==> src/tec_pkg.sv <==
`timescale 1ns / 1ps

package tec_pkg;

   // Screen geometry and field widths.
   localparam int SCREEN_COLS = 40;
   localparam int SCREEN_ROWS = 8;
   localparam int COL_W       = 6;
   localparam int ROW_W       = 3;
   localparam int CHAR_W      = 8;
   localparam int ACT_W       = 3;

   typedef logic [COL_W-1:0]  col_type;
   typedef logic [ROW_W-1:0]  row_type;
   typedef logic [CHAR_W-1:0] char_type;

   // Character codes that the parser recognises.
   localparam char_type CH_BEL     = 8'h07;
   localparam char_type CH_BS      = 8'h08;
   localparam char_type CH_LF      = 8'h0A;
   localparam char_type CH_CR      = 8'h0D;
   localparam char_type CH_SO      = 8'h0E;
   localparam char_type CH_SI      = 8'h0F;
   localparam char_type CH_ESC     = 8'h1B;
   localparam char_type CH_SPACE   = 8'h20;
   localparam char_type CH_LPAREN  = 8'h28;
   localparam char_type CH_RPAREN  = 8'h29;
   localparam char_type CH_ZERO    = 8'h30;
   localparam char_type CH_NINE    = 8'h39;
   localparam char_type CH_SEMI    = 8'h3B;
   localparam char_type CH_QUERY   = 8'h3F;
   localparam char_type CH_UP      = 8'h41;
   localparam char_type CH_DOWN    = 8'h42;
   localparam char_type CH_RIGHT   = 8'h43;
   localparam char_type CH_LEFT    = 8'h44;
   localparam char_type CH_GOTO    = 8'h48;
   localparam char_type CH_CLEAR   = 8'h4A;
   localparam char_type CH_ERASE   = 8'h4B;
   localparam char_type CH_CSI     = 8'h5B;
   localparam char_type CH_RESET   = 8'h63;
   localparam char_type CH_SGR     = 8'h6D;
   localparam char_type INVERSE_BIT = 8'h80;
   localparam char_type SGR_INVERSE = 8'd7;

   // Display commands carried in the result.
   typedef enum logic [ACT_W-1:0] {
      ACT_NONE  = 3'd0,
      ACT_DRAW  = 3'd1,
      ACT_CLEAR = 3'd2,
      ACT_ERASE = 3'd3,
      ACT_BELL  = 3'd4
   } action_type;

   // Escape parser phases.
   typedef enum logic [2:0] {
      PH_IDLE = 3'd0,
      PH_ESC  = 3'd1,
      PH_ARG1 = 3'd2,
      PH_ARG2 = 3'd3,
      PH_SKIP = 3'd4
   } phase_type;

   // Decoded operations handed from the front end to the back end.
   typedef enum logic [3:0] {
      OP_NONE,
      OP_DRAW,
      OP_BACKSPACE,
      OP_CR,
      OP_LF,
      OP_BELL,
      OP_CLEAR_HOME,
      OP_HOME,
      OP_ERASE,
      OP_SET_INV,
      OP_UP,
      OP_DOWN,
      OP_LEFT,
      OP_RIGHT,
      OP_GOTO
   } op_code_type;

   typedef struct packed {
      op_code_type code;
      char_type    arg_a;
      char_type    arg_b;
   } op_type;

   typedef struct packed {
      logic [ACT_W-1:0] action;
      col_type          cell_col;
      row_type          cell_row;
      char_type         glyph;
      col_type          cursor_col;
      row_type          cursor_row;
   } rsp_type;

endpackage

==> src/tec_req_if.sv <==
`timescale 1ns / 1ps

// Character input channel.
interface tec_req_if import tec_pkg::*; ();
   logic     valid;
   logic     ready;
   char_type char_code;

   modport source (output valid, output char_code, input ready);
   modport sink   (input valid, input char_code, output ready);
endinterface

==> src/tec_rsp_if.sv <==
`timescale 1ns / 1ps

// Display command output channel.
interface tec_rsp_if import tec_pkg::*; ();
   logic             valid;
   logic             ready;
   logic [ACT_W-1:0] action;
   col_type          cell_col;
   row_type          cell_row;
   char_type         glyph;
   col_type          cursor_col_out;
   row_type          cursor_row_out;

   modport source (output valid, output action, output cell_col, output cell_row,
                   output glyph, output cursor_col_out, output cursor_row_out,
                   input ready);
   modport sink   (input valid, input action, input cell_col, input cell_row,
                   input glyph, input cursor_col_out, input cursor_row_out,
                   output ready);
endinterface

==> src/tec_front.sv <==
`timescale 1ns / 1ps

module tec_front import tec_pkg::*; (
   input  logic     clock,
   input  logic     reset,
   input  logic     accept,
   input  char_type char_code,
   output op_type   op
);

   phase_type phase_ff, phase_in;
   char_type  first_ff, first_in;
   char_type  second_ff, second_in;
   logic      is_digit;

   // Decimal accumulate, wrapping modulo 256: acc * 10 + digit.
   function automatic char_type add_digit(input char_type acc, input char_type c);
      char_type digit;
      digit = c - CH_ZERO;
      return {acc[4:0], 3'b000} + {acc[6:0], 1'b0} + digit;
   endfunction

   assign is_digit = (char_code >= CH_ZERO) && (char_code <= CH_NINE);

   // Parser state registers.
   always_ff @(posedge clock) begin
      if (reset) begin
         phase_ff  <= PH_IDLE;
         first_ff  <= '0;
         second_ff <= '0;
      end else begin
         phase_ff  <= phase_in;
         first_ff  <= first_in;
         second_ff <= second_in;
      end
   end

   // Next parser state for an accepted item.
   always_comb begin
      phase_in  = phase_ff;
      first_in  = first_ff;
      second_in = second_ff;
      if (accept) begin
         if (char_code == CH_ESC) begin
            phase_in = PH_ESC;
         end else begin
            phase_in = PH_IDLE;
            unique case (phase_ff)
               PH_IDLE: begin
               end
               PH_ESC: begin
                  first_in  = '0;
                  second_in = '0;
                  priority if (char_code == CH_CSI) begin
                     phase_in = PH_ARG1;
                  end else if (char_code == CH_LPAREN || char_code == CH_RPAREN) begin
                     phase_in = PH_SKIP;
                  end else begin
                     // Any other character ends the sequence.
                  end
               end
               PH_ARG1: begin
                  priority if (char_code == CH_SEMI) begin
                     phase_in = PH_ARG2;
                  end else if (char_code == CH_QUERY) begin
                     phase_in = PH_ARG1;
                  end else if (is_digit) begin
                     first_in = add_digit(first_ff, char_code);
                     phase_in = PH_ARG1;
                  end else begin
                     // A final character ends the sequence.
                  end
               end
               PH_ARG2: begin
                  if (is_digit) begin
                     second_in = add_digit(second_ff, char_code);
                     phase_in  = PH_ARG2;
                  end
               end
               PH_SKIP: begin
               end
               default: begin
               end
            endcase
         end
      end
   end

   // Classification of the current item into a back-end operation.
   always_comb begin
      op.code  = OP_NONE;
      op.arg_a = first_ff;
      op.arg_b = second_ff;
      if (char_code != CH_ESC) begin
         unique case (phase_ff)
            PH_IDLE: begin
               priority if (char_code == CH_CR) begin
                  op.code = OP_CR;
               end else if (char_code == CH_LF) begin
                  op.code = OP_LF;
               end else if (char_code == CH_BEL) begin
                  op.code = OP_BELL;
               end else if (char_code == CH_SI || char_code == CH_SO) begin
                  op.code = OP_NONE;
               end else if (char_code == CH_BS) begin
                  op.code = OP_BACKSPACE;
               end else begin
                  op.code  = OP_DRAW;
                  op.arg_a = char_code;
               end
            end
            PH_ESC: begin
               if (char_code == CH_RESET) begin
                  op.code = OP_CLEAR_HOME;
               end
            end
            PH_ARG1: begin
               priority if (char_code == CH_GOTO) begin
                  op.code = OP_HOME;
               end else if (char_code == CH_SGR) begin
                  // A single zero argument turns inverse off; others leave it.
                  if (first_ff == '0) begin
                     op.code  = OP_SET_INV;
                     op.arg_a = '0;
                  end
               end else if (char_code == CH_UP) begin
                  op.code = OP_UP;
               end else if (char_code == CH_DOWN) begin
                  op.code = OP_DOWN;
               end else if (char_code == CH_LEFT) begin
                  op.code = OP_LEFT;
               end else if (char_code == CH_RIGHT) begin
                  op.code = OP_RIGHT;
               end else if (char_code == CH_CLEAR) begin
                  op.code = OP_CLEAR_HOME;
               end else if (char_code == CH_ERASE) begin
                  op.code = OP_ERASE;
               end else begin
                  // Digits, separators and unknown finals give no command.
               end
            end
            PH_ARG2: begin
               priority if (char_code == CH_GOTO) begin
                  op.code = OP_GOTO;
               end else if (char_code == CH_SGR) begin
                  op.code  = OP_SET_INV;
                  op.arg_a = {{(CHAR_W-1){1'b0}}, second_ff == SGR_INVERSE};
               end else begin
                  // Digits and unknown finals give no command.
               end
            end
            PH_SKIP: begin
            end
            default: begin
            end
         endcase
      end
   end

endmodule

==> src/tec_fifo.sv <==
`timescale 1ns / 1ps

module tec_fifo import tec_pkg::*; #(
   parameter int DEPTH = 2
) (
   input  logic   clock,
   input  logic   reset,
   input  logic   push,
   input  op_type push_op,
   input  logic   pop,
   output logic   full,
   output logic   not_empty,
   output op_type head_op
);

   localparam int PTR_W = (DEPTH > 1) ? $clog2(DEPTH) : 1;
   localparam int CNT_W = $clog2(DEPTH + 1);

   op_type             entries_ff [DEPTH];
   logic [PTR_W-1:0]   wr_ptr_ff, wr_ptr_in;
   logic [PTR_W-1:0]   rd_ptr_ff, rd_ptr_in;
   logic [CNT_W-1:0]   count_ff, count_in;

   assign full      = (count_ff == CNT_W'(DEPTH));
   assign not_empty = (count_ff != '0);
   assign head_op   = entries_ff[rd_ptr_ff];

   // Pointer and fill count update.
   always_comb begin
      wr_ptr_in = wr_ptr_ff;
      rd_ptr_in = rd_ptr_ff;
      count_in  = count_ff;
      if (push) begin
         wr_ptr_in = (wr_ptr_ff == PTR_W'(DEPTH - 1)) ? '0 : wr_ptr_ff + 1'b1;
      end
      if (pop) begin
         rd_ptr_in = (rd_ptr_ff == PTR_W'(DEPTH - 1)) ? '0 : rd_ptr_ff + 1'b1;
      end
      if (push && !pop) begin
         count_in = count_ff + 1'b1;
      end else if (pop && !push) begin
         count_in = count_ff - 1'b1;
      end
   end

   always_ff @(posedge clock) begin
      if (reset) begin
         wr_ptr_ff <= '0;
         rd_ptr_ff <= '0;
         count_ff  <= '0;
      end else begin
         wr_ptr_ff <= wr_ptr_in;
         rd_ptr_ff <= rd_ptr_in;
         count_ff  <= count_in;
      end
   end

   // Entry storage.
   always_ff @(posedge clock) begin
      if (push) begin
         entries_ff[wr_ptr_ff] <= push_op;
      end
   end

endmodule

==> src/tec_back.sv <==
`timescale 1ns / 1ps

module tec_back import tec_pkg::*; (
   input  logic    clock,
   input  logic    reset,
   input  logic    op_valid,
   input  op_type  op,
   output logic    pop,
   input  logic    rsp_ready,
   output logic    rsp_valid,
   output rsp_type rsp
);

   col_type   col_ff, col_in;
   row_type   row_ff, row_in;
   logic      inv_ff, inv_in;
   logic      rsp_valid_ff;
   rsp_type   rsp_ff, rsp_in;

   logic [CHAR_W:0] row_sum;
   logic [CHAR_W:0] col_sum;
   char_type        goto_row;
   char_type        goto_col;
   col_type         col_next;
   row_type         row_next;
   row_type         row_prev;

   // Take an operation whenever the output register is free or being emptied.
   assign pop       = op_valid && (!rsp_valid_ff || rsp_ready);
   assign rsp_valid = rsp_valid_ff;
   assign rsp       = rsp_ff;

   // Cursor arithmetic shared by the operations.
   always_comb begin
      row_sum  = {1'b0, op.arg_a} + (CHAR_W+1)'(row_ff);
      col_sum  = {1'b0, op.arg_a} + (CHAR_W+1)'(col_ff);
      goto_row = (op.arg_a == '0) ? '0 : op.arg_a - 1'b1;
      goto_col = (op.arg_b == '0) ? '0 : op.arg_b - 1'b1;
      col_next = col_ff + 1'b1;
      row_next = (row_ff == ROW_W'(SCREEN_ROWS - 1)) ? '0 : row_ff + 1'b1;
      row_prev = (row_ff == '0) ? ROW_W'(SCREEN_ROWS - 1) : row_ff - 1'b1;
   end

   // Execute one operation.
   always_comb begin
      col_in = col_ff;
      row_in = row_ff;
      inv_in = inv_ff;
      rsp_in = '0;
      rsp_in.action = ACT_NONE;
      unique case (op.code)
         OP_NONE: begin
         end
         OP_DRAW: begin
            rsp_in.action   = ACT_DRAW;
            rsp_in.cell_col = col_ff;
            rsp_in.cell_row = row_ff;
            rsp_in.glyph    = op.arg_a | (inv_ff ? INVERSE_BIT : '0);
            if (col_next >= COL_W'(SCREEN_COLS)) begin
               col_in = '0;
               row_in = row_next;
            end else begin
               col_in = col_next;
            end
         end
         OP_BACKSPACE: begin
            rsp_in.action   = ACT_DRAW;
            rsp_in.cell_col = col_ff;
            rsp_in.cell_row = row_ff;
            rsp_in.glyph    = CH_SPACE;
            if (col_ff != '0) begin
               col_in = col_ff - 1'b1;
            end else begin
               col_in = COL_W'(SCREEN_COLS - 1);
               row_in = row_prev;
            end
         end
         OP_CR: begin
            col_in = '0;
         end
         OP_LF: begin
            col_in = '0;
            row_in = row_next;
         end
         OP_BELL: begin
            rsp_in.action = ACT_BELL;
         end
         OP_CLEAR_HOME: begin
            rsp_in.action = ACT_CLEAR;
            col_in = '0;
            row_in = '0;
         end
         OP_HOME: begin
            col_in = '0;
            row_in = '0;
         end
         OP_ERASE: begin
            rsp_in.action   = ACT_ERASE;
            rsp_in.cell_col = col_ff;
            rsp_in.cell_row = row_ff;
         end
         OP_SET_INV: begin
            inv_in = op.arg_a[0];
         end
         OP_UP: begin
            row_in = ({{(CHAR_W-ROW_W){1'b0}}, row_ff} < op.arg_a) ? '0 :
                     row_ff - op.arg_a[ROW_W-1:0];
         end
         OP_DOWN: begin
            row_in = (row_sum >= (CHAR_W+1)'(SCREEN_ROWS)) ? ROW_W'(SCREEN_ROWS - 1) :
                     row_sum[ROW_W-1:0];
         end
         OP_LEFT: begin
            col_in = ({{(CHAR_W-COL_W){1'b0}}, col_ff} < op.arg_a) ? '0 :
                     col_ff - op.arg_a[COL_W-1:0];
         end
         OP_RIGHT: begin
            col_in = (col_sum >= (CHAR_W+1)'(SCREEN_COLS)) ? COL_W'(SCREEN_COLS - 1) :
                     col_sum[COL_W-1:0];
         end
         OP_GOTO: begin
            row_in = (goto_row >= CHAR_W'(SCREEN_ROWS)) ? ROW_W'(SCREEN_ROWS - 1) :
                     goto_row[ROW_W-1:0];
            col_in = (goto_col >= CHAR_W'(SCREEN_COLS)) ? COL_W'(SCREEN_COLS - 1) :
                     goto_col[COL_W-1:0];
         end
         default: begin
         end
      endcase
      rsp_in.cursor_col = col_in;
      rsp_in.cursor_row = row_in;
   end

   // Cursor, attribute and output valid registers.
   always_ff @(posedge clock) begin
      if (reset) begin
         col_ff       <= '0;
         row_ff       <= '0;
         inv_ff       <= 1'b0;
         rsp_valid_ff <= 1'b0;
      end else begin
         if (pop) begin
            col_ff <= col_in;
            row_ff <= row_in;
            inv_ff <= inv_in;
         end
         if (pop) begin
            rsp_valid_ff <= 1'b1;
         end else if (rsp_ready) begin
            rsp_valid_ff <= 1'b0;
         end
      end
   end

   // Result payload register.
   always_ff @(posedge clock) begin
      if (pop) begin
         rsp_ff <= rsp_in;
      end
   end

endmodule

==> src/terminal_escape_cursor_engine_unit.sv <==
`timescale 1ns / 1ps
// An accepted item goes into the decode queue and then, once the back end takes it,
// into the output register that drives the result.
// Throughput: one item per cycle while the output is not stalled.
// The decode queue holds FIFO_DEPTH items, so the input stalls only when it fills or in reset.
// Reset (synchronous, active high) homes the cursor, clears inverse, idles the parser
// and empties the queue and the output register.

module terminal_escape_cursor_engine_unit import tec_pkg::*; #(
   parameter int FIFO_DEPTH = 2
) (
   input  logic      clock,
   input  logic      reset,
   tec_req_if.sink   req_bus,
   tec_rsp_if.source rsp_bus
);

   logic    req_accept;
   logic    fifo_full;
   logic    fifo_valid;
   logic    fifo_pop;
   op_type  front_op;
   op_type  head_op;
   rsp_type rsp;

   assign req_bus.ready = !fifo_full && !reset;
   assign req_accept    = req_bus.valid && req_bus.ready;

   // Front end: escape parser and classification.
   tec_front u_front (
      .clock     (clock),
      .reset     (reset),
      .accept    (req_accept),
      .char_code (req_bus.char_code),
      .op        (front_op)
   );

   // Queue between the parser and the cursor engine.
   tec_fifo #(
      .DEPTH (FIFO_DEPTH)
   ) u_fifo (
      .clock     (clock),
      .reset     (reset),
      .push      (req_accept),
      .push_op   (front_op),
      .pop       (fifo_pop),
      .full      (fifo_full),
      .not_empty (fifo_valid),
      .head_op   (head_op)
   );

   // Back end: cursor, attribute and command generation.
   tec_back u_back (
      .clock     (clock),
      .reset     (reset),
      .op_valid  (fifo_valid),
      .op        (head_op),
      .pop       (fifo_pop),
      .rsp_ready (rsp_bus.ready),
      .rsp_valid (rsp_bus.valid),
      .rsp       (rsp)
   );

   assign rsp_bus.action         = rsp.action;
   assign rsp_bus.cell_col       = rsp.cell_col;
   assign rsp_bus.cell_row       = rsp.cell_row;
   assign rsp_bus.glyph          = rsp.glyph;
   assign rsp_bus.cursor_col_out = rsp.cursor_col;
   assign rsp_bus.cursor_row_out = rsp.cursor_row;

   // An accepted item is waiting in the queue on the next cycle.
   a_push_lands : assert property (@(posedge clock) disable iff (reset)
      req_accept |=> fifo_valid)
      else $error("accepted item missing from the queue");

   // The back end never overwrites a result that is still stalled.
   a_no_pop_on_stall : assert property (@(posedge clock) disable iff (reset)
      (rsp_bus.valid && !rsp_bus.ready) |-> !fifo_pop)
      else $error("queue popped while the output was stalled");

   // Every operation taken from the queue produces a result.
   a_pop_gives_rsp : assert property (@(posedge clock) disable iff (reset)
      fifo_pop |=> rsp_bus.valid)
      else $error("operation taken without a result");

endmodule
==> src/flat_wrapper.sv <==
// flat-port wrapper written by rule: the top's interface ports become plain ports
module terminal_escape_cursor_engine_unit_flat import tec_pkg::*;
#(
   parameter int FIFO_DEPTH = 2
)
  (clock, reset, req_bus_valid, req_bus_char_code, req_bus_ready, rsp_bus_valid, rsp_bus_action, rsp_bus_cell_col, rsp_bus_cell_row, rsp_bus_glyph, rsp_bus_cursor_col_out, rsp_bus_cursor_row_out, rsp_bus_ready);
  tec_req_if req_bus_i ();
  tec_rsp_if rsp_bus_i ();
  input  logic clock;
  input  logic reset;
  input wire logic [$bits(req_bus_i.valid)-1:0] req_bus_valid;
  input wire logic [$bits(req_bus_i.char_code)-1:0] req_bus_char_code;
  output wire logic [$bits(req_bus_i.ready)-1:0] req_bus_ready;
  output wire logic [$bits(rsp_bus_i.valid)-1:0] rsp_bus_valid;
  output wire logic [$bits(rsp_bus_i.action)-1:0] rsp_bus_action;
  output wire logic [$bits(rsp_bus_i.cell_col)-1:0] rsp_bus_cell_col;
  output wire logic [$bits(rsp_bus_i.cell_row)-1:0] rsp_bus_cell_row;
  output wire logic [$bits(rsp_bus_i.glyph)-1:0] rsp_bus_glyph;
  output wire logic [$bits(rsp_bus_i.cursor_col_out)-1:0] rsp_bus_cursor_col_out;
  output wire logic [$bits(rsp_bus_i.cursor_row_out)-1:0] rsp_bus_cursor_row_out;
  input wire logic [$bits(rsp_bus_i.ready)-1:0] rsp_bus_ready;
  assign req_bus_i.valid = req_bus_valid;
  assign req_bus_i.char_code = req_bus_char_code;
  assign req_bus_ready = req_bus_i.ready;
  assign rsp_bus_valid = rsp_bus_i.valid;
  assign rsp_bus_action = rsp_bus_i.action;
  assign rsp_bus_cell_col = rsp_bus_i.cell_col;
  assign rsp_bus_cell_row = rsp_bus_i.cell_row;
  assign rsp_bus_glyph = rsp_bus_i.glyph;
  assign rsp_bus_cursor_col_out = rsp_bus_i.cursor_col_out;
  assign rsp_bus_cursor_row_out = rsp_bus_i.cursor_row_out;
  assign rsp_bus_i.ready = rsp_bus_ready;
  terminal_escape_cursor_engine_unit #(.FIFO_DEPTH(FIFO_DEPTH)) u_core (.clock(clock), .reset(reset), .req_bus(req_bus_i), .rsp_bus(rsp_bus_i));
endmodule
==> config.mk <==
export PLATFORM = sky130hd
export DESIGN_NAME = terminal_escape_cursor_engine_unit_flat
export DESIGN_NICKNAME = d
export VERILOG_FILES = /design/src/tec_pkg.sv /design/src/tec_req_if.sv /design/src/tec_rsp_if.sv /design/src/tec_front.sv /design/src/tec_fifo.sv /design/src/tec_back.sv /design/src/terminal_escape_cursor_engine_unit.sv /design/src/flat_wrapper.sv
export SDC_FILE = /design/constraint.sdc
export NUM_CORES = 1
export LEC_CHECK = 0
export ABC_AREA = 1
export BUFFER_PORTS_ARGS = -buffer_cell sky130_fd_sc_hd__buf_2
export CAP_MARGIN = 25
export CORE_MARGIN = 5
export CORE_UTILIZATION = 55
export DETAILED_ROUTE_END_ITERATION = 16
export PLACE_DENSITY = 0.73
export SETUP_SLACK_MARGIN = 0.3
export SYNTH_ARGS = -nofsm -noshare
export SYNTH_HDL_FRONTEND = slang
export SYNTH_SLANG_ARGS = --single-unit
==> constraint.sdc <==
create_clock -name clock -period 7.7 [get_ports clock]
set_input_delay 1.155 -clock clock [delete_from_list [all_inputs] [get_ports clock]]
set_output_delay 1.155 -clock clock [all_outputs]
set_load 0.02 [all_outputs]
==> key figures, run 1 <==
Status
  • Status: complete, no violations

Floorplan
  • DIE WIDTH: 127 um
  • DIE HEIGHT: 127 um
  • Row Count: 43
  • Core ar.: 13,700 um2
  • Die area: 16,200 um2
  • Starting Density: 55.3%
  • Num ports: 43

STA
  • Final WS setup: 4.36 ns
  • Final Slew Violations: 0
  • Slew margin rel.: 47.3%
  • RSZ-0062 raised after global routing: no
  • Final setup fails: 0
  • Tcrit/Tclk final: 43.4%
  • Hold Vio Cnt, Final: 0
  • Setup_tns: 0 ns
  • Worst slew pin tran: 0.785 ns
  • Clk_skew: 0.00707 ns
  • F_max: 0.300 GHz
  • Min Clock Period, post-route: 3.34 ns
  • Fin Hold WS: 0.461 ns

Critical path
  • Worst-path maximum fanout: 34
  • Critical Path End Type: flop
  • Critical Path Start Type: flop
  • Worst path required time: 7.81 ns
  • R2r setup slk: 4.36 ns
  • Worst path arrival time: 3.45 ns
  • WS Path Type: flop to flop

Synthesis
  • Ys flop type: edfxtp_1
  • Area leader, netlist: edfxtp_1
  • Sequential element share of the synthesized area: 36.5%
  • Post-Syn Nets: 1,082
  • Synth top area cells: edfxtp_1 27%, nand2_1 13%, dfxtp_1 9.2%, ha_1 7.8%, inv_1 7.4%
  • Synthesized cell area: 7590 um2
  • Syn Area/Cell: 7.52 um2
  • Syn Inst Count: 1,009
  • FFs w/ async S/R, synth: 0%
  • Unique masters post-synth: 51
  • Post-synth EDFFs: 69
  • Share of the synthesized area in the top cell type: 27.3%
  • Synth Warn #: 0
  • FF+latch count, synth: 104

Job
  • Max_cap viols: 0

Route
  • Wire length per cell: 14.2 um
  • WL met2: 8470 um
  • Antenna viol nets, final: 0
  • Post-Route WL: 17,500 um
  • Drt first pass iters: 6
  • Met1 WL: 7610 um
  • DR vias/cell: 5.37
  • Vias post-DR: 6,626
  • DR DRC count: 0
  • Iteration-0 DRC count of the detailed router: 500
  • Top sig layer: met4
  • Met3 wire length: 757 um

Pwr
  • Clock share of power: 15.6%
  • P_int: 0.00151 W
  • Power Dens Cells: 349 nW/um2
  • Logic gate share of total power: 53.9%
  • Seq pwr share: 30.5%
  • Sw Ratio: 47.6%
  • Maximum VDD drop: 0.000136 V
  • Switching power: 0.00137 W
  • Pleak: 3.85 nW

Global route
  • Vias in the first global route: 6,268
  • Global route overflow: 0
  • Initial antenna violation count: 0
  • GRT Util Overall: 22.3%
  • Largest net degree at the start of global routing: 48
  • Global-route wire length before repair: 29,300 um

Clocking
  • Worst-path clk slew: 0.07 ns
  • Worst skew pair latency: 0.35 ns
  • Setup bufs post-CTS: 0
  • Hold Buf Count CTS: 0
  • CTS tree: done
  • Max Root-Sink Buffers: 2
  • CTS sink cnt: 104
  • CTS Root Cell: clkbuf_16
  • H-tree levels: 3
  • PostCTS Resize Cnt: 0
  • Clock buffer count from CTS: 9

Worst hold path
  • Hold/Removal Path Class: flop to flop

Place
  • Routability Congestion: 0.974
  • Port-buffer cells: 42
  • Dpl ws: 4.30 ns
  • Detailed placer's ending HPWL: 13,600 um

Final layout
  • Core Util, Final: 60.0%
  • Layout cells sized above 1: 10.7%
  • Layout net count: 1,123
  • # diodes: 0
  • FILL cells: 1,297
  • Layout area overhead: 8.56%
[per-layer routing]
metal	track usage, %	vias up
met1	27.9	3036
met3	2.97	45
met4	10.4	0
met2	38.3	162
met5	0	-
li1	-	3383
[worst paths after layout]
kind | startpoint | end | depth (start not counted)
max reg2reg | flop | u_core.u_back.rsp[8]$_DFFE_PP_ | 14
min | u_core.u_fifo.rd_ptr_ff$_SDFFE_PP0P_ | u_core.u_fifo.rd_ptr_ff$_SDFFE_PP0P_ | 1
max | flop | u_core.u_back.rsp[8]$_DFFE_PP_ | 14
min reg2reg | u_core.u_fifo.rd_ptr_ff$_SDFFE_PP0P_ | u_core.u_fifo.rd_ptr_ff$_SDFFE_PP0P_ | 1
[critical path: stages, from the launching register on]
cell and delay, ns:
dfxtp_1 0.30, buf_4 0.23, o21ai_1 0.67, inv_1 0.30
fa_1 0.52, nand2_1 0.11, nand3_1 0.08, nand2_1 0.09
nand2_1 0.06, a21oi_1 0.28, nand2_1 0.08, o21ai_0 0.17
nand2_1 0.08, nand2_1 0.08, inv_1 0.04
[flip-flops by register name, summed over array words and instances, names as in the netlist, named ones only]
signal                    count
u_core.u_back.col_ff          6
u_core.u_back.inv_ff          1
u_core.u_back.row_ff          3
u_core.u_back.rsp            29
u_core.u_back.rsp_valid       1
u_core.u_fifo.count_ff        2
u_core.u_fifo.entries_ff     40
u_core.u_fifo.rd_ptr_ff       1
u_core.u_fifo.wr_ptr_ff       1
u_core.u_front.first_ff       8
u_core.u_front.phase_ff       3
u_core.u_front.second_ff      8
[Yosys cell counts, types with 5 or more instances]
master and n:
nor4_1 5, a21oi_1 56, o21ai_0 50, ha_1 47
inv_2 7, fa_1 14, edfxtp_1 69, xor2_1 13
nand4_1 15, a31oi_1 5, nand2_1 255, dfxtp_1 35
nand3_1 78, nor2_2 8, xnor2_1 10, inv_1 150
nand2_2 13, nor3_1 10, nor2_1 98
[final cells by class]
type	instances	area [um2]	area share, %
clock buffer	11	233	2.83
clock inverter	5	57.6	0.699
inverter	161	608	7.38
multi-input combinational	728	4100	49.8
sequential	104	2770	33.7
tap	180	225	2.73
timing repair buffer	46	240	2.92
[cell families after synthesis]
| group | count (synthesis) | share of synthesized area [%] |
|---|---|---|
| xor+xnor | 23 | 2.65 |
| compound gates | 143 | 10.8 |
| flops | 104 | 36.5 |
| simple gates | 501 | 29.0 |
| fa+ha+maj | 61 | 11.4 |
| buf+inv | 177 | 9.56 |
[power by group through the flow]
stage,logic [W],clock network [W],registers [W]
finish,0.00155,0.000448,0.000877
global route,0.00175,0.000486,0.000890
floorplan,0.00112,0,0.000943
global placement,0.00151,0,0.000884
CTS,0.00154,0.000459,0.000877
detailed placement,0.00153,0,0.000888
[through the flow]
step | total power [W] | cell area, um2 | cells
6_report | 0.00287 | 8240 | 1235
5_1_grt | 0.00313 | 8240 | 1235
4_1_cts | 0.00287 | 8240 | 1235
3_5_place_dp | 0.00242 | 7950 | 1219
3_3_place_gp | 0.00239 | 7950 | 1219
2_1_floorplan | 0.00207 | 7590 | 1009
[placed cells by master (no fill, tap or decap), types with 9 or more instances in the layout]
master,count
nand2_1,255
dfxtp_1,35
buf_2,42
clkbuf_16,9
nand2_2,13
nand3_1,78
xnor2_1,10
a21oi_1,55
nor2_1,98
o21ai_0,50
nand4_1,15
nor3_1,10
ha_1,47
inv_1,150
xor2_1,13
fa_1,14
edfxtp_1,69
No activity file was read; power rests on OpenSTA's default activity.
==> run 2: changes to the inputs <==
Clock period 7.7 ns to 3.4 ns, I/O delays scaled along.
==> key figures, run 2 (synthesis results as in run 1) <==
Status
  • Status: complete, no violations

Clocking
  • H-tree levels: 3 (unchanged)
  • Worst-path clk slew: 0.07 ns (about the same)
  • Hold Buf Count CTS: 0 (unchanged)
  • Max Root-Sink Buffers: 2 (unchanged)
  • CTS Root Cell: clkbuf_16
  • PostCTS Resize Cnt: 0 (unchanged)
  • CTS tree: done
  • Setup bufs post-CTS: 0 (unchanged)
  • Worst skew pair latency: 0.36 ns (about the same)
  • Clock buffer count from CTS: 9 (unchanged)
  • CTS sink cnt: 104 (unchanged)

Global route
  • GRT Util Overall: 23.4% (+1.1 points)
  • Largest net degree at the start of global routing: 47 (-2.1%)
  • Vias in the first global route: 6,359 (+1.5%)
  • Global route overflow: 0 (unchanged)
  • Initial antenna violation count: 0 (unchanged)
  • Global-route wire length before repair: 30,600 um (+4.6%)

Route
  • Antenna viol nets, final: 0 (unchanged)
  • Vias post-DR: 6,726 (+1.5%)
  • Post-Route WL: 18,300 um (+4.7%)
  • Drt first pass iters: 5 (-1)
  • Wire length per cell: 14.7 um (+4.1%)
  • Iteration-0 DRC count of the detailed router: 628 (+26%)
  • DR DRC count: 0 (unchanged)
  • DR vias/cell: 5.41 (+0.86%)

Job
  • Max_cap viols: 0 (unchanged)

Critical path
  • Worst path arrival time: 2.90 ns (-0.55 ns)
  • Critical Path End Type: flop
  • Worst-path maximum fanout: 12 (-65%)
  • Critical Path Start Type: flop
  • WS Path Type: flop to flop
  • Worst path required time: 3.52 ns (-4.29 ns)
  • R2r setup slk: 0.62 ns (-3.74 ns)

Final layout
  • Largest reg by FF count: u_core.u_fifo.entries_ff
  • FILL cells: 1,297 (unchanged)
  • Leading cell type in the layout, fill and taps excluded: nand2_1
  • Max reg flops: 40 (unchanged)
  • Fin area: 8330 um2 (+1.2%)
  • # diodes: 0 (unchanged)
  • Layout cells sized above 1: 11.8% (+1.0 points)
  • Commonest cells after routing, fill and taps aside: 254 x nand2_1, 150 x inv_1, 98 x nor2_1
  • Layout area overhead: 9.84%
  • Layout net count: 1,131 (+0.71%)

Floorplan
  • Core ar.: 13,700 um2 (unchanged)
  • Num ports: 43 (unchanged)
  • Row Count: 43 (unchanged)
  • Starting Density: 55.3% (unchanged)
  • DIE HEIGHT: 127 um (unchanged)
  • DIE WIDTH: 127 um (unchanged)
  • Die area: 16,200 um2 (unchanged)

STA
  • Hold Vio Cnt, Final: 0 (unchanged)
  • Slew margin rel.: 50.6% (+3.2 points)
  • Final Slew Violations: 0 (unchanged)
  • F_max: 0.360 GHz (+20%)
  • Tcrit/Tclk final: 81.8% (+38 points)
  • Final setup fails: 0 (unchanged)
  • Min Clock Period, post-route: 2.78 ns (-0.558 ns)
  • RSZ-0062 raised after global routing: no
  • Clk_skew: 0.0109 ns (+0.00385 ns)
  • Setup_tns: 0 ns (unchanged)
  • Worst slew pin tran: 0.738 ns (-0.0464 ns)

Place
  • Cell area after placement: 8010 um2 (+0.76%)
  • Detailed placer's ending HPWL: 14,300 um (+5.6%)
  • Port-buffer cells: 42 (unchanged)
  • Routability Congestion: 0.968 (-0.60%)

Pwr
  • Power Dens Cells: 804 nW/um2 (+130%)
  • Pleak: 3.91 nW (+1.7%)
  • Maximum VDD drop: 0.000474 V (+250%)

Worst hold path
  • Hold/Removal Path Class: flop to flop
[run 2: cell types whose count changed in the layout (fill, tap and decap cells not counted), sizes merged]
| cell | before | now |
|---|---|---|
| buf | 46 | 54 |
| clkinv | 4 | 5 |
| inv | 158 | 160 |
| clkinvlp | 3 | 0 |
[run 2: power breakdown]
group	internal [W]	total (W)	leakage, nW	switching, W
clock	0.000621	0.00109	0.156	0.000473
combinational	0.00117	0.00365	2.81	0.00247
sequential	0.00174	0.00196	0.948	0.000218
total	0.00354	0.00670	3.91	0.00316
[run 2: stage by stage]
| stage | power [W] | hold WS [ns] | worst slack (ns) | utilization, % | std cells |
|---|---|---|---|---|---|
| floorplan | 0.00468 | 0.426 | 0.567 | - | 1009 |
| global placement | 0.00552 | 0.449 | 0.473 | 58.4 | 1227 |
| detailed placement | 0.00557 | 0.450 | 0.426 | 58.4 | 1227 |
| CTS | 0.00668 | 0.459 | 0.430 | 60.7 | 1243 |
| global route | 0.00728 | 0.490 | 0.307 | 60.7 | 1243 |
| finish | 0.00670 | 0.457 | 0.620 | 60.7 | 1243 |
[run 2: area by class of cell]
| class | count | area, um2 | share of cell area, % |
|---|---|---|---|
| tap | 180 | 225 | 2.70 |
| inverter | 161 | 608 | 7.30 |
| clock inverter | 5 | 61.3 | 0.736 |
| timing repair buffer | 54 | 304 | 3.65 |
| sequential | 104 | 2780 | 33.3 |
| clock buffer | 11 | 254 | 3.05 |
| multi-input combinational | 728 | 4110 | 49.3 |
[run 2: final timing paths]
check                                       startpoint                                   end  depth (start not counted)
setup / recovery                                  flop        u_core.u_back.rsp[8]$_DFFE_PP_                         18
hold / removal    u_core.u_fifo.rd_ptr_ff$_SDFFE_PP0P_  u_core.u_fifo.rd_ptr_ff$_SDFFE_PP0P_                          1
hold reg to reg   u_core.u_fifo.rd_ptr_ff$_SDFFE_PP0P_  u_core.u_fifo.rd_ptr_ff$_SDFFE_PP0P_                          1
setup reg to reg                                  flop        u_core.u_back.rsp[8]$_DFFE_PP_                         18
[run 2: critical path, stage by stage, from the launching register on]
cell	delay [ns]
dfxtp_4	0.39
inv_4	0.11
nand2_1	0.07
nand2_2	0.13
inv_2	0.09
ha_1	0.47
inv_1	0.10
a21oi_1	0.19
nand2_1	0.12
nand2_1	0.08
nand2_1	0.05
nand3_1	0.06
nand3_1	0.10
inv_1	0.12
nand2_1	0.05
o21ai_0	0.20
nand2_1	0.08
nand2_1	0.08
inv_1	0.04
[run 2: per-layer routing]
layer	vias up	wire (um)	GRT usage, %
met5	-	0	0
met4	0	557	8.52
met3	45	985	4.10
met2	223	8970	40.8
met1	3074	7790	29.2
li1	3384	-	-
==> run 3: changes to the inputs <==
Clock period 3.4 ns to 2.6 ns, I/O delays scaled along.
==> key figures, run 3 (synthesis results as in run 1) <==
Global route
  • Initial antenna violation count: 0 (unchanged)
  • GRT Util Overall: 24.6% (+1.1 points)
  • Vias in the first global route: 6,802 (+7.0%)
  • Global-route wire length before repair: 32,200 um (+5.3%)
  • Largest net degree at the start of global routing: 47 (unchanged)
  • Global route overflow: 0 (unchanged)

STA
  • Clk_skew: 0.0103 ns (-0.000591 ns)
  • Worst slew pin tran: 0.716 ns (-0.0220 ns)
  • Final setup fails: 1 (+1)
  • Final Slew Violations: 0 (unchanged)
  • F_max: 0.376 GHz (+4.4%)
  • Min Clock Period, post-route: 2.66 ns (-0.118 ns)
  • Tcrit/Tclk final: 102% (+21 points)
  • Slew margin rel.: 52.2% (+1.6 points)
  • Hold Vio Cnt, Final: 0 (unchanged)
  • Fin Hold WS: 0.346 ns (-0.111 ns)
  • Final WS setup: -0.0624 ns (-0.682 ns)
  • RSZ-0062 raised after global routing: yes

Critical path
  • Cell family with most CP delay: simple AND/OR/NAND/NOR gates
  • Critical Path Start Type: flop
  • Critical Path End Type: flop
  • Cell mode on critical path: nand2_2
  • Worst path required time: 2.72 ns (-0.80 ns)
  • CP Buf/Inv Count: 3 (-2)
  • Worst path max stage delay: 0.40 ns (-0.07 ns)
  • Worst path arrival time: 2.78 ns (-0.12 ns)
  • WS Path Type: flop to flop
  • Slowest-stage cell, CP: fa_2
  • Critical path cell sequence: buf_6 -> nand2_4 -> nand2_8 -> buf_6 -> ha_4 -> fa_2 -> nand2_2 -> nand3_2 -> nand2_2 -> nand2_2 -> a21oi_4 -> nand2_1 -> o21ai_1 -> nand2_1 -> nand2_2 -> inv_2
  • Worst-path maximum fanout: 6 (-6)

Final layout
  • Largest reg by FF count: u_core.u_fifo.entries_ff
  • Commonest cells after routing, fill and taps aside: 231 x nand2_1, 143 x inv_1, 88 x nor2_1
  • Leading cell type in the layout, fill and taps excluded: nand2_1
  • FF+latch area: 2790 um2 (+0.32%)
  • Core Util, Final: 67.1% (+6.3 points)
  • Layout area overhead: 21.3%
  • Multi-input logic area: 4570 um2 (+11%)
  • # diodes: 0 (unchanged)
  • Layout cells sized above 1: 23.5% (+12 points)
  • Layout net count: 1,181 (+4.4%)
  • Max reg flops: 40 (unchanged)
  • FILL cells: 1,127 (-13%)

Place
  • Port-buffer cells: 42 (unchanged)
  • Detailed placer's ending HPWL: 14,700 um (+3.0%)
  • Routability Congestion: 0.982 (+1.4%)

Clocking
  • Hold Buf Count CTS: 0 (unchanged)
  • Worst skew pair latency: 0.36 ns (about the same)
  • CTS sink cnt: 104 (unchanged)
  • Clock buffer count from CTS: 9 (unchanged)
  • CTS Root Cell: clkbuf_16
  • Worst-path clk slew: 0.07 ns (about the same)
  • H-tree levels: 3 (unchanged)
  • Max Root-Sink Buffers: 2 (unchanged)
  • CTS tree: done

Floorplan
  • Row Count: 43 (unchanged)
  • Die area: 16,200 um2 (unchanged)
  • Starting Density: 55.3% (unchanged)
  • Num ports: 43 (unchanged)
  • DIE WIDTH: 127 um (unchanged)
  • DIE HEIGHT: 127 um (unchanged)
  • Core ar.: 13,700 um2 (unchanged)

Status
  • Status: finished with violations
  • Failing checks: setup timing

Route
  • Vias post-DR: 7,185 (+6.8%)
  • Post-Route WL: 20,100 um (+9.6%)
  • Iteration-0 DRC count of the detailed router: 631 (+0.48%)
  • DR DRC count: 0 (unchanged)
  • DR vias/cell: 5.56 (+2.7%)
  • Drt first pass iters: 6 (+1)
  • Wire length per cell: 15.5 um (+5.4%)
  • Antenna viol nets, final: 0 (unchanged)

Worst hold path
  • Hold/Removal Path Class: input port to flop

Pwr
  • Power Dens Cells: 1100 nW/um2 (+37%)
  • Maximum VDD drop: 0.000849 V (+79%)
  • Pleak: 4.22 nW (+7.9%)

Job
  • Max_cap viols: 0 (unchanged)
-- run 3: routing by layer --
layer  vias to the layer above  global-route usage [%]  share of wire, %  wire, um
li1                       3506                       -                 -         -
met1                      3351                    31.1                41      8300
met2                       260                    41.3                49      9860
met3                        68                    3.80               5.8      1170
met4                         0                    11.5               3.7       742
met5                         -                       0                 0         0
-- run 3: through the flow --
step	setup slack (ns)	TNS (ns)	instances	total power [W]	instance area, um2
floorplan	0.253	0	1009	0.00636	7750
global placement	0.0704	0	1242	0.00752	8270
detailed placement	0.0169	0	1242	0.00762	8270
CTS	0.213	0	1274	0.00943	8860
global route	-0.119	-0.203	1293	0.0109	9200
finish	-0.0624	-0.0624	1293	0.0101	9200
-- run 3: where the power goes --
| group | leakage (nW) | internal (W) | total [W] | switching, W |
|---|---|---|---|---|
| Sequential | 0.950 | 0.00228 | 0.00261 | 0.000334 |
| Clock | 0.139 | 0.000660 | 0.00130 | 0.000642 |
| Combinational | 3.13 | 0.00232 | 0.00622 | 0.00390 |
-- run 3: worst paths after layout --
check / slack (ns) / from / depth (start not counted) / end
min: 0.35 / rsp_bus_ready / 4 / u_core.u_back.rsp_valid$_SDFFE_PP0P_
max reg2reg: -0.06 / flop / 16 / u_core.u_back.rsp[8]$_DFFE_PP_
max: -0.06 / flop / 16 / u_core.u_back.rsp[8]$_DFFE_PP_
min reg2reg: 0.45 / u_core.u_fifo.rd_ptr_ff$_SDFFE_PP0P_ / 1 / flop
-- run 3: timing repair --
item	CTS	global route
pin swaps	34	41
buffers inserted	16	19
setup endpoints to repair	18	22
gates resized for setup	42	58
-- run 3: cell type report --
cell class	count	area share (%)
Multi-Input combinational cell	728	49.7
Tap cell	180	2.45
Clock inverter	7	0.571
Clock buffer	9	2.45
Inverter	161	6.81
Sequential cell	104	30.3
Timing Repair Buffer	104	7.79
-- run 3: tightest hold or removal path, delay by kind of cell --
family        cells  cell delay, ns
buf+inv           1            0.07
simple gates      3            0.20
